<file path="config.mk">
export PLATFORM = sky130hd
export DESIGN_NAME = filtered_pid_pwm_controller
export DESIGN_NICKNAME = d
export VERILOG_FILES = /design/src/fpidpwm_pkg.sv /design/src/fpidpwm_sdiv.sv /design/src/filtered_pid_pwm_controller.sv
export SDC_FILE = /design/constraint.sdc
export NUM_CORES = 2
export LEC_CHECK = 0
export BUFFER_PORTS_ARGS = -buffer_cell sky130_fd_sc_hd__buf_2
export CAP_MARGIN = 20
export CORE_ASPECT_RATIO = 1.25
export CORE_MARGIN = 3
export CORE_UTILIZATION = 40
export CTS_CLUSTER_SIZE = 12
export DETAILED_ROUTE_END_ITERATION = 10
export GPL_TIMING_DRIVEN = 0
export PLACE_DENSITY = 0.58
export SYNTH_ARGS = -nofsm -noshare
export SYNTH_HDL_FRONTEND = slang
export SYNTH_HIERARCHICAL = 1
export SYNTH_SLANG_ARGS = --single-unit
</file>
<file path="constraint.sdc">
create_clock -name clk -period 19.1 [get_ports clk]
set_input_delay 0 -clock clk [delete_from_list [all_inputs] [get_ports clk]]
set_output_delay 0 -clock clk [all_outputs]
set_load 0.02 [all_outputs]
</file>
<file path="src/fpidpwm_pkg.sv">
// Shared types, codes and constants of the filtered PID controller with PWM mapping.
`timescale 1ns / 1ps

package fpidpwm_pkg;

	// Field widths fixed by the interface.
	localparam int COEF_W     = 32;
	localparam int SETPOINT_W = 9;
	localparam int ANGLE_W    = 9;
	localparam int PWM_W      = 12;
	localparam int DIR_W      = 2;
	localparam int ERR_W      = 10;
	localparam int HIST_FRAC  = 16;
	localparam int DIGIT_W    = 4;

	// Configuration port.
	localparam int CFG_IDX_W  = 3;
	localparam int CFG_DATA_W = 32;

	// Default values of the top level parameters.
	localparam int COEF_FRAC_BITS_DEF = 16;
	localparam int DRIVE_LIMIT_DEF    = 4095;

	// Register values after reset.
	localparam logic [SETPOINT_W-1:0]    SETPOINT_RST = 9'd330;
	localparam logic signed [COEF_W-1:0] COEF_B0_RST  = -32'sd2247266;
	localparam logic signed [COEF_W-1:0] COEF_B1_RST  = 32'sd4085826;
	localparam logic signed [COEF_W-1:0] COEF_B2_RST  = -32'sd1838560;
	localparam logic signed [COEF_W-1:0] COEF_A1_RST  = -32'sd119145;
	localparam logic signed [COEF_W-1:0] COEF_A2_RST  = 32'sd53609;
	localparam logic [PWM_W-1:0]         PWM_MIN_RST  = 12'd2457;
	localparam logic [PWM_W-1:0]         PWM_MAX_RST  = 12'd4095;

	typedef enum logic [CFG_IDX_W-1:0] {
		REG_SETPOINT = 3'd0,
		REG_COEF_B0  = 3'd1,
		REG_COEF_B1  = 3'd2,
		REG_COEF_B2  = 3'd3,
		REG_COEF_A1  = 3'd4,
		REG_COEF_A2  = 3'd5,
		REG_PWM_MIN  = 3'd6,
		REG_PWM_MAX  = 3'd7
	} cfg_reg_t;

	typedef enum logic [DIR_W-1:0] {
		DIR_STOP = 2'd0,
		DIR_CW   = 2'd1,
		DIR_CCW  = 2'd2
	} dir_t;

	// Terms of the difference equation, in the order they are accumulated.
	typedef enum logic [2:0] {
		TERM_B0,
		TERM_B1,
		TERM_B2,
		TERM_A1,
		TERM_A2
	} term_t;

	typedef enum logic [2:0] {
		ST_IDLE,
		ST_MAC,
		ST_LAST_ADD,
		ST_CLAMP,
		ST_SCALE,
		ST_START,
		ST_DIVIDE,
		ST_DONE
	} state_t;

endpackage

</file>
<file path="src/fpidpwm_sdiv.sv">
// Bit-serial restoring divider of an unsigned value by a fixed divisor.
`timescale 1ns / 1ps

module fpidpwm_sdiv #(
	parameter int DVD_W   = 24,
	parameter int DIVISOR = 4095,
	parameter int REM_W   = 12
) (
	input  logic             clk,
	input  logic             arst_n,
	input  logic             start,
	input  logic [DVD_W-1:0] dividend,
	output logic [DVD_W-1:0] quotient,
	output logic             done
);

	localparam int CntW = $clog2(DVD_W);
	localparam logic [REM_W:0] Dv = (REM_W + 1)'(DIVISOR);

	logic [DVD_W-1:0] dvd_q;
	logic [REM_W-1:0] rem_q;
	logic [CntW-1:0]  cnt_q;
	logic             busy_q;
	logic             done_q;
	logic [REM_W:0]   trial;
	logic [REM_W:0]   diff;
	logic             ge;

	// One quotient bit per cycle; the dividend register fills with quotient bits.
	assign trial = {rem_q, dvd_q[DVD_W-1]};
	assign diff  = trial - Dv;
	assign ge    = (trial >= Dv);

	always_ff @(posedge clk or negedge arst_n) begin
		if (!arst_n) begin
			busy_q <= 1'b0;
			done_q <= 1'b0;
			cnt_q  <= '0;
		end else begin
			done_q <= 1'b0;
			if (start) begin
				busy_q <= 1'b1;
				cnt_q  <= '0;
			end else if (busy_q) begin
				if (cnt_q == CntW'(DVD_W - 1)) begin
					busy_q <= 1'b0;
					done_q <= 1'b1;
				end
				cnt_q <= cnt_q + 1'b1;
			end
		end
	end

	always_ff @(posedge clk) begin
		if (start) begin
			dvd_q <= dividend;
			rem_q <= '0;
		end else if (busy_q) begin
			dvd_q <= {dvd_q[DVD_W-2:0], ge};
			rem_q <= ge ? diff[REM_W-1:0] : trial[REM_W-1:0];
		end
	end

	assign quotient = dvd_q;
	assign done     = done_q;

endmodule

</file>
<file path="src/filtered_pid_pwm_controller.sv">
// Top level of the filtered PID controller with PWM duty mapping.
`timescale 1ns / 1ps

// Usage
// One angle sample enters per transaction on the input channel (in_valid, in_ready,
// angle). The block forms the error against the setpoint register, evaluates the
// second-order difference equation with one shared 32 by 5 bit multiplier that
// consumes a 4-bit digit of the error or history per cycle, clamps the result and
// maps its magnitude onto a PWM duty with a bit-serial divider.
// Each sample runs through the multiply loop over the digits of three error words and
// two history words of HistW bits (29 bits at the default limit), then the final
// add, clamping and scaling, the divider with one quotient bit per dividend bit (24
// at the default limit), and a last step that collects the quotient and loads the
// output register. The block takes the next sample only once the result has gone to
// the output register, so it never works on two samples at once.
// The result (direction, duty, drive) sits in an output register until the output
// transaction completes; a new sample is accepted while that result still waits, but
// the next result is held inside until the output register frees.
// Reset clears the error and output history and loads the register defaults.
// Configuration writes are taken at any cycle with cfg_wr_en high and are meant to
// happen only while the block is idle.

module filtered_pid_pwm_controller #(
	parameter int COEF_FRAC_BITS = fpidpwm_pkg::COEF_FRAC_BITS_DEF,
	parameter int DRIVE_LIMIT    = fpidpwm_pkg::DRIVE_LIMIT_DEF
) (
	input  logic                                      clk,
	input  logic                                      arst_n,
	input  logic                                      cfg_wr_en,
	input  logic [fpidpwm_pkg::CFG_IDX_W-1:0]         cfg_index,
	input  logic [fpidpwm_pkg::CFG_DATA_W-1:0]        cfg_data,
	input  logic                                      in_valid,
	output logic                                      in_ready,
	input  logic [fpidpwm_pkg::ANGLE_W-1:0]           angle,
	output logic                                      out_valid,
	input  logic                                      out_ready,
	output logic [fpidpwm_pkg::DIR_W-1:0]             direction,
	output logic [fpidpwm_pkg::PWM_W-1:0]             duty,
	output logic signed [$clog2(DRIVE_LIMIT + 1):0]   drive
);

	// Width of the drive magnitude and of the Q.16 history words.
	localparam int MagW   = $clog2(DRIVE_LIMIT + 1);
	localparam int DriveW = MagW + 1;
	localparam int HistW  = MagW + fpidpwm_pkg::HIST_FRAC + 1;
	localparam int DigW   = fpidpwm_pkg::DIGIT_W;
	localparam int CoefW  = fpidpwm_pkg::COEF_W;
	localparam int ErrW   = fpidpwm_pkg::ERR_W;
	localparam int PwmW   = fpidpwm_pkg::PWM_W;
	// Digits per error operand and per history operand.
	localparam int NdE    = (ErrW + DigW - 1) / DigW;
	localparam int NdU    = (HistW + DigW - 1) / DigW;
	localparam int EPadW  = NdE * DigW;
	localparam int MrW    = NdU * DigW;
	localparam int DcW    = $clog2(NdU);
	// Product register and accumulator widths.
	localparam int PW     = CoefW + MrW;
	localparam int TermEW = CoefW + ErrW + fpidpwm_pkg::HIST_FRAC;
	localparam int TermUW = CoefW + HistW;
	localparam int SumW0  = ((TermEW > TermUW) ? TermEW : TermUW) + 3;
	localparam int SumW   = (SumW0 > PW) ? SumW0 : PW;
	localparam int UW     = SumW - COEF_FRAC_BITS;
	// Dividend of the duty scaling: magnitude times span.
	localparam int NW     = MagW + PwmW;

	localparam logic signed [UW-1:0] LimHi = UW'(DRIVE_LIMIT) <<< fpidpwm_pkg::HIST_FRAC;
	localparam logic signed [UW-1:0] LimLo = -LimHi;

	fpidpwm_pkg::state_t state_q, state_d;

	// Configuration registers.
	logic [fpidpwm_pkg::SETPOINT_W-1:0] setpoint_q;
	logic signed [CoefW-1:0]            coef_b0_q, coef_b1_q, coef_b2_q;
	logic signed [CoefW-1:0]            coef_a1_q, coef_a2_q;
	logic [PwmW-1:0]                    pwm_min_q, pwm_max_q;

	// Controller history.
	logic signed [ErrW-1:0]  e0_q, e1_q, e2_q;
	logic signed [HistW-1:0] u1_q, u2_q;

	// Multiply-accumulate datapath.
	fpidpwm_pkg::term_t      term_q, term_nx;
	logic [DcW-1:0]          dig_q;
	logic [MrW-1:0]          mr_q, mr_nx;
	logic signed [PW-1:0]    p_q, p_nx;
	logic signed [SumW-1:0]  s_q, p_sh;
	logic                    add_pend_q, add_neg_q, add_sh_q;
	logic signed [CoefW-1:0] coef_sel;
	logic signed [DigW:0]    dig_s;
	logic signed [CoefW+DigW:0] dprod;
	logic                    term_is_err, dig_last;
	logic signed [ErrW-1:0]  e0_new;

	// Clamp and scaling.
	logic signed [UW-1:0]     u_full;
	logic signed [HistW-1:0]  u_c;
	logic [HistW-1:0]         abs_u;
	logic [MagW-1:0]          mag_nx, mag_q;
	logic signed [DriveW-1:0] drv_nx, calc_drive_q;
	fpidpwm_pkg::dir_t        dir_nx, calc_dir_q;
	logic signed [PwmW:0]     span;
	logic [PwmW-1:0]          span_abs;
	logic                     span_neg_q;
	logic [NW-1:0]            prod_q, quotient;
	logic [PwmW-1:0]          quo12, duty_nx;

	// Control.
	logic accept, div_start, div_done, out_load;

	// Output register.
	logic                     out_valid_q;
	fpidpwm_pkg::dir_t        res_dir_q;
	logic [PwmW-1:0]          res_duty_q;
	logic signed [DriveW-1:0] res_drive_q;

	// ------------------------------------------------------------------
	// Configuration registers.
	// ------------------------------------------------------------------
	always_ff @(posedge clk or negedge arst_n) begin
		if (!arst_n) begin
			setpoint_q <= fpidpwm_pkg::SETPOINT_RST;
			coef_b0_q  <= fpidpwm_pkg::COEF_B0_RST;
			coef_b1_q  <= fpidpwm_pkg::COEF_B1_RST;
			coef_b2_q  <= fpidpwm_pkg::COEF_B2_RST;
			coef_a1_q  <= fpidpwm_pkg::COEF_A1_RST;
			coef_a2_q  <= fpidpwm_pkg::COEF_A2_RST;
			pwm_min_q  <= fpidpwm_pkg::PWM_MIN_RST;
			pwm_max_q  <= fpidpwm_pkg::PWM_MAX_RST;
		end else if (cfg_wr_en) begin
			case (fpidpwm_pkg::cfg_reg_t'(cfg_index))
				fpidpwm_pkg::REG_SETPOINT: setpoint_q <= cfg_data[fpidpwm_pkg::SETPOINT_W-1:0];
				fpidpwm_pkg::REG_COEF_B0:  coef_b0_q  <= cfg_data;
				fpidpwm_pkg::REG_COEF_B1:  coef_b1_q  <= cfg_data;
				fpidpwm_pkg::REG_COEF_B2:  coef_b2_q  <= cfg_data;
				fpidpwm_pkg::REG_COEF_A1:  coef_a1_q  <= cfg_data;
				fpidpwm_pkg::REG_COEF_A2:  coef_a2_q  <= cfg_data;
				fpidpwm_pkg::REG_PWM_MIN:  pwm_min_q  <= cfg_data[PwmW-1:0];
				fpidpwm_pkg::REG_PWM_MAX:  pwm_max_q  <= cfg_data[PwmW-1:0];
				default: ;
			endcase
		end
	end

	// ------------------------------------------------------------------
	// Sequencer.
	// ------------------------------------------------------------------
	always_ff @(posedge clk or negedge arst_n) begin
		if (!arst_n) begin
			state_q <= fpidpwm_pkg::ST_IDLE;
		end else begin
			state_q <= state_d;
		end
	end

	always_comb begin
		state_d   = state_q;
		in_ready  = 1'b0;
		div_start = 1'b0;
		out_load  = 1'b0;
		case (state_q)
			fpidpwm_pkg::ST_IDLE: begin
				in_ready = 1'b1;
				if (in_valid) begin
					state_d = fpidpwm_pkg::ST_MAC;
				end
			end
			fpidpwm_pkg::ST_MAC: begin
				if (dig_last && term_q == fpidpwm_pkg::TERM_A2) begin
					state_d = fpidpwm_pkg::ST_LAST_ADD;
				end
			end
			fpidpwm_pkg::ST_LAST_ADD: state_d = fpidpwm_pkg::ST_CLAMP;
			fpidpwm_pkg::ST_CLAMP:    state_d = fpidpwm_pkg::ST_SCALE;
			fpidpwm_pkg::ST_SCALE:    state_d = fpidpwm_pkg::ST_START;
			fpidpwm_pkg::ST_START: begin
				div_start = 1'b1;
				state_d   = fpidpwm_pkg::ST_DIVIDE;
			end
			fpidpwm_pkg::ST_DIVIDE: begin
				if (div_done) begin
					state_d = fpidpwm_pkg::ST_DONE;
				end
			end
			fpidpwm_pkg::ST_DONE: begin
				// Hand the result over as soon as the output register is free.
				if (!out_valid_q || out_ready) begin
					out_load = 1'b1;
					state_d  = fpidpwm_pkg::ST_IDLE;
				end
			end
			default: state_d = fpidpwm_pkg::ST_IDLE;
		endcase
	end

	assign accept = in_valid && in_ready;

	// ------------------------------------------------------------------
	// Digit-serial multiply-accumulate.
	// Each term is built most significant digit first in p_q (Horner form): the top
	// digit is signed, the others unsigned. In the cycle after a term's last digit
	// the finished product is added to or subtracted from the accumulator, while the
	// next term's first digit already enters p_q.
	// ------------------------------------------------------------------
	assign e0_new = $signed({1'b0, setpoint_q}) - $signed({1'b0, angle});

	assign term_is_err = (term_q == fpidpwm_pkg::TERM_B0) || (term_q == fpidpwm_pkg::TERM_B1) ||
		(term_q == fpidpwm_pkg::TERM_B2);
	assign dig_last = term_is_err ? (dig_q == DcW'(NdE - 1)) : (dig_q == DcW'(NdU - 1));

	always_comb begin
		case (term_q)
			fpidpwm_pkg::TERM_B0: begin
				coef_sel = coef_b0_q;
				term_nx  = fpidpwm_pkg::TERM_B1;
				mr_nx    = {EPadW'(e1_q), {(MrW - EPadW){1'b0}}};
			end
			fpidpwm_pkg::TERM_B1: begin
				coef_sel = coef_b1_q;
				term_nx  = fpidpwm_pkg::TERM_B2;
				mr_nx    = {EPadW'(e2_q), {(MrW - EPadW){1'b0}}};
			end
			fpidpwm_pkg::TERM_B2: begin
				coef_sel = coef_b2_q;
				term_nx  = fpidpwm_pkg::TERM_A1;
				mr_nx    = MrW'(u1_q);
			end
			fpidpwm_pkg::TERM_A1: begin
				coef_sel = coef_a1_q;
				term_nx  = fpidpwm_pkg::TERM_A2;
				mr_nx    = MrW'(u2_q);
			end
			fpidpwm_pkg::TERM_A2: begin
				coef_sel = coef_a2_q;
				term_nx  = fpidpwm_pkg::TERM_B0;
				mr_nx    = '0;
			end
			default: begin
				coef_sel = '0;
				term_nx  = fpidpwm_pkg::TERM_B0;
				mr_nx    = '0;
			end
		endcase
	end

	assign dig_s = (dig_q == '0) ? $signed({mr_q[MrW-1], mr_q[MrW-1 -: DigW]})
		: $signed({1'b0, mr_q[MrW-1 -: DigW]});
	assign dprod = coef_sel * dig_s;
	assign p_nx  = (dig_q == '0) ? PW'(dprod) : ((p_q <<< DigW) + PW'(dprod));
	// Error terms carry no fraction, so they are aligned to the history's Q.16.
	assign p_sh  = add_sh_q ? (SumW'(p_q) <<< fpidpwm_pkg::HIST_FRAC) : SumW'(p_q);

	always_ff @(posedge clk or negedge arst_n) begin
		if (!arst_n) begin
			term_q     <= fpidpwm_pkg::TERM_B0;
			dig_q      <= '0;
			add_pend_q <= 1'b0;
		end else if (accept) begin
			term_q     <= fpidpwm_pkg::TERM_B0;
			dig_q      <= '0;
			add_pend_q <= 1'b0;
		end else if (state_q == fpidpwm_pkg::ST_MAC) begin
			add_pend_q <= dig_last;
			if (dig_last) begin
				dig_q  <= '0;
				term_q <= term_nx;
			end else begin
				dig_q <= dig_q + 1'b1;
			end
		end else begin
			add_pend_q <= 1'b0;
		end
	end

	always_ff @(posedge clk) begin
		if (accept) begin
			s_q  <= '0;
			mr_q <= {EPadW'(e0_new), {(MrW - EPadW){1'b0}}};
			e0_q <= e0_new;
		end else begin
			if (add_pend_q) begin
				s_q <= add_neg_q ? (s_q - p_sh) : (s_q + p_sh);
			end
			if (state_q == fpidpwm_pkg::ST_MAC) begin
				p_q       <= p_nx;
				add_neg_q <= !term_is_err;
				add_sh_q  <= term_is_err;
				mr_q      <= dig_last ? mr_nx : (mr_q << DigW);
			end
		end
	end

	// ------------------------------------------------------------------
	// Rounding, clamping and history update.
	// Dropping the low fraction bits of the exact sum rounds toward minus infinity.
	// ------------------------------------------------------------------
	assign u_full = $signed(s_q[SumW-1:COEF_FRAC_BITS]);

	always_comb begin
		if (u_full > LimHi) begin
			u_c = HistW'(LimHi);
		end else if (u_full < LimLo) begin
			u_c = HistW'(LimLo);
		end else begin
			u_c = u_full[HistW-1:0];
		end
		abs_u  = u_c[HistW-1] ? HistW'(-u_c) : HistW'(u_c);
		mag_nx = abs_u[HistW-2:fpidpwm_pkg::HIST_FRAC];
		drv_nx = u_c[HistW-1] ? -$signed({1'b0, mag_nx}) : $signed({1'b0, mag_nx});
		if (s_q == '0) begin
			dir_nx = fpidpwm_pkg::DIR_STOP;
		end else if (s_q[SumW-1]) begin
			dir_nx = fpidpwm_pkg::DIR_CCW;
		end else begin
			dir_nx = fpidpwm_pkg::DIR_CW;
		end
	end

	always_ff @(posedge clk or negedge arst_n) begin
		if (!arst_n) begin
			e1_q <= '0;
			e2_q <= '0;
			u1_q <= '0;
			u2_q <= '0;
		end else if (state_q == fpidpwm_pkg::ST_CLAMP) begin
			e1_q <= e0_q;
			e2_q <= e1_q;
			u1_q <= u_c;
			u2_q <= u1_q;
		end
	end

	// ------------------------------------------------------------------
	// Duty scaling: pwm_min + trunc(mag * |span| / DRIVE_LIMIT), signed by span.
	// ------------------------------------------------------------------
	assign span     = $signed({1'b0, pwm_max_q}) - $signed({1'b0, pwm_min_q});
	assign span_abs = span[PwmW] ? PwmW'(-span) : span[PwmW-1:0];

	always_ff @(posedge clk) begin
		if (state_q == fpidpwm_pkg::ST_CLAMP) begin
			mag_q        <= mag_nx;
			calc_drive_q <= drv_nx;
			calc_dir_q   <= dir_nx;
		end
		if (state_q == fpidpwm_pkg::ST_SCALE) begin
			prod_q     <= NW'(mag_q * span_abs);
			span_neg_q <= span[PwmW];
		end
	end

	fpidpwm_sdiv #(
		.DVD_W   (NW),
		.DIVISOR (DRIVE_LIMIT),
		.REM_W   (MagW)
	) u_sdiv (
		.clk      (clk),
		.arst_n   (arst_n),
		.start    (div_start),
		.dividend (prod_q),
		.quotient (quotient),
		.done     (div_done)
	);

	// The quotient never exceeds |span|, so its low bits hold all of it.
	assign quo12   = quotient[PwmW-1:0];
	assign duty_nx = span_neg_q ? (pwm_min_q - quo12) : (pwm_min_q + quo12);

	// ------------------------------------------------------------------
	// Output register.
	// ------------------------------------------------------------------
	always_ff @(posedge clk or negedge arst_n) begin
		if (!arst_n) begin
			out_valid_q <= 1'b0;
		end else if (out_load) begin
			out_valid_q <= 1'b1;
		end else if (out_ready) begin
			out_valid_q <= 1'b0;
		end
	end

	always_ff @(posedge clk) begin
		if (out_load) begin
			res_dir_q   <= calc_dir_q;
			res_duty_q  <= duty_nx;
			res_drive_q <= calc_drive_q;
		end
	end

	assign out_valid = out_valid_q;
	assign direction = res_dir_q;
	assign duty      = res_duty_q;
	assign drive     = res_drive_q;

endmodule

</file>
==> results.json <==
{
  "synth-warning-count": 6,
  "layout_common_cells": "nand2_1, inv_1, ha_1, nor2_1, mux2_2",
  "cts_hold_buf": 47,
  "start_util_pct": 40.5,
  "synthArstFlopShare_pct": 50.3,
  "fillers": 10800,
  "post_synth.cell_area_avg_um2": 9.62,
  "vias": 35300,
  "ctsLongestPathBuffers": 3,
  "first_pass_iters": 8,
  "period_share_pct": 59.7,
  "path_class": "flop to flop",
  "setup_violations": 0,
  "drt_iter0_drc": 2733,
  "synth.largest_area_cell": "edfxtp_1",
  "finalMaxSlewViolations": 0,
  "tritoncts": "built",
  "cts_root_buf": "clkbuf_16",
  "final-hold-violation-count": 0,
  "core-area_um2": 112000,
  "hpwl_mm": 100,
  "cts.clk_slew.worst_paths_ns": 0.06,
  "critPathLaunchType": "flop",
  "antenna_left": 0,
  "die_w_um": 307,
  "clock_latency_ns": 0.63,
  "drc_errors": 0,
  "end_kind": "flop",
  "critical_path_required_ns": 19.48,
  "syn_nets": 5260,
  "fin_crit_ns": 11.40,
  "cts_resized": 0,
  "finalSetupTns_ns": 0,
  "cp_max_fo": 10,
  "postCtsSetupBuffers": 0,
  "h-tree-depth": 3,
  "dieArea_um2": 117000,
  "overflow": 0,
  "rows": 137,
  "area_delta_synth_final_pct": 11.2,
  "status": "complete, no violations",
  "wl_per_cell_um": 20.1,
  "grt_pass1_vias": 35800,
  "synth.yosys.seq_area_share_pct": 33.1,
  "synthCells": 4708,
  "yosys.area.top_type_share_pct": 12.6,
  "grt_pass1_wl_mm": 203,
  "antenna_found_initial": 1,
  "drt_wl_total_mm": 129,
  "cp_data_arrival_time_ns": 11.78,
  "dieHeight_um": 382,
  "ios": 78,
  "worstHoldPathType": "primary input to flop",
  "clock-sinks": 575,
  "layout.nets": 5458,
  "cpMostUsedCell": "fa_1",
  "via_per_inst": 5.49,
  "diodes": 0,
  "grt_util_all_layers_pct": 21.8,
  "relSlewSlack_pct": 34.1,
  "numPortBuffers": 75,
  "grt_max_degree": 114,
  "tightest_slew_ns": 0.988,
  "drive_gt1_share_pct": 12.8,
  "ys.flop_type": "edfxtp_1",
  "rsz0062_at_grt": "no",
  "cts_buffers": 66,
  "synth_area_leaders": "edfxtp_1, dfrtp_1, fa_1, ha_1, mux2_2",
  "synthesis.area_um2": 45300,
  "ys_seq_elements": 575,
  "slowest_stage": "clkbuf_1",
  "maxCapViolCount": 0,
  "post_synth_num_cell_types": 109,
  "fin_worst_skew_ns": 0.0255,
  "synth-edff-count": 190,
  "max_clock_freq_ghz": 0.0877,
  "final_common_cell": "nand2_1",
  "place_congestion": 0.940,
  "cp_slowest_stage_delay_ns": 0.74
}
cells in the mapped netlist (all sizes together), types with 9 or more instances:
master / instances
nand3: 43
a22oi: 69
ha: 300
o22ai: 10
o21ai: 207
xnor2: 154
nor4: 34
o211ai: 23
fa: 203
and2: 55
nor3: 70
a21oi: 241
nand2: 422
clkbuf: 177
nand4: 32
nor2b: 207
nand2b: 63
a22o: 17
mux2i: 105
o22a: 32
buf: 46
a222oi: 22
dfstp: 107
a311oi: 15
a211oi: 46
inv: 415
nor2: 269
a21o: 129
o21a: 32
a31oi: 43
dfrtp: 182
a221oi: 11
dfxtp: 96
or3: 21
xor2: 118
nand3b: 10
a21boi: 10
and3: 37
edfxtp: 190
o31ai: 23
o21bai: 35
nor3b: 18
or2: 16
a2111oi: 9
mux2: 252
logic make-up (layout without fill, tap and decap cells):
group | after synthesis | after routing | share of synthesized area [%]
AO/OA/AOI/OAI | 1031 | 1031 | 15.3
AND/OR/NAND/NOR | 1323 | 1323 | 14.6
buffers and inverters | 639 | 891 | 5.51
multiplexers | 365 | 365 | 8.99
adder cells (fa/ha/maj) | 503 | 503 | 17.3
XOR/XNOR | 272 | 272 | 5.28
flip-flops | 575 | 575 | 33.1
through the flow:
step	hold WS (ns)	utilization, %	cell area, um^2	setup slack (ns)	cells
floorplan	-0.296	-	45300	9.51	4708
global placement	0.298	42.4	47500	6.28	6242
detailed placement	0.0173	42.6	47700	7.62	6249
CTS	0.0179	45.0	50300	7.58	6418
global route	0.0530	45.0	50300	7.05	6419
finish	0.0475	45.0	50300	7.70	6419
flip-flops by register name, summed over array words and instances (netlist names), 29 cells and up:
register / cells
p_q: 64
u1_q: 29
coef_a1_q: 32
coef_b1_q: 32
s_q: 64
coef_b0_q: 32
coef_a2_q: 32
coef_b2_q: 32
mr_q: 32
u2_q: 29
critical path, delay by kind of cell (launching register included):
family / cells / cell delay (ns)
AOI/OAI and AO/OA: 14 / 4.28
xor gates and xnor gates: 2 / 0.38
adders and majority gates: 6 / 2.61
buffers and inverters: 4 / 1.35
DFF: 1 / 0.40
muxes: 1 / 0.25
and+or+nand+nor: 6 / 1.88
per-layer routing:
layer	up-vias	global-route usage [%]	part of all wire, %
met5	-	0	0
met4	0	8.41	4.0
met3	235	2.27	3.5
met2	717	39.8	51
met1	17400	26.3	41
li1	16900	-	-
path summary, 6_finish.rpt:
check                              start            end  slack [ns]  cells past startpoint
setup / recovery                dig_q[0]        p_q[63]        7.70                     33
hold / removal                  angle[2]        e0_q[2]        0.05                      4
setup reg to reg                dig_q[0]        p_q[63]        7.70                     33
hold reg to reg            calc_dir_q[1]   direction[1]        0.42                      0
max in group asynchronous         arst_n  coef_a1_q[27]       17.86                      4
min in group asynchronous         arst_n  setpoint_q[2]        0.40                      3
final cells by class:
type	count	area [um^2]	share of cell area (%)
Clock inverter	25	289	0.574
Clock buffer	97	1900	3.78
Inverter	416	1560	3.11
Tap cell	1459	1830	3.63
Timing Repair Buffer	130	1020	2.04
Multi-Input combinational cell	3494	27800	55.2
Sequential cell	575	15000	29.8
Buffer	223	935	1.86
Power is left out: the tool's default activity adds up to more than one toggle a clock period on the data nets, which glitch-free logic cannot reach.
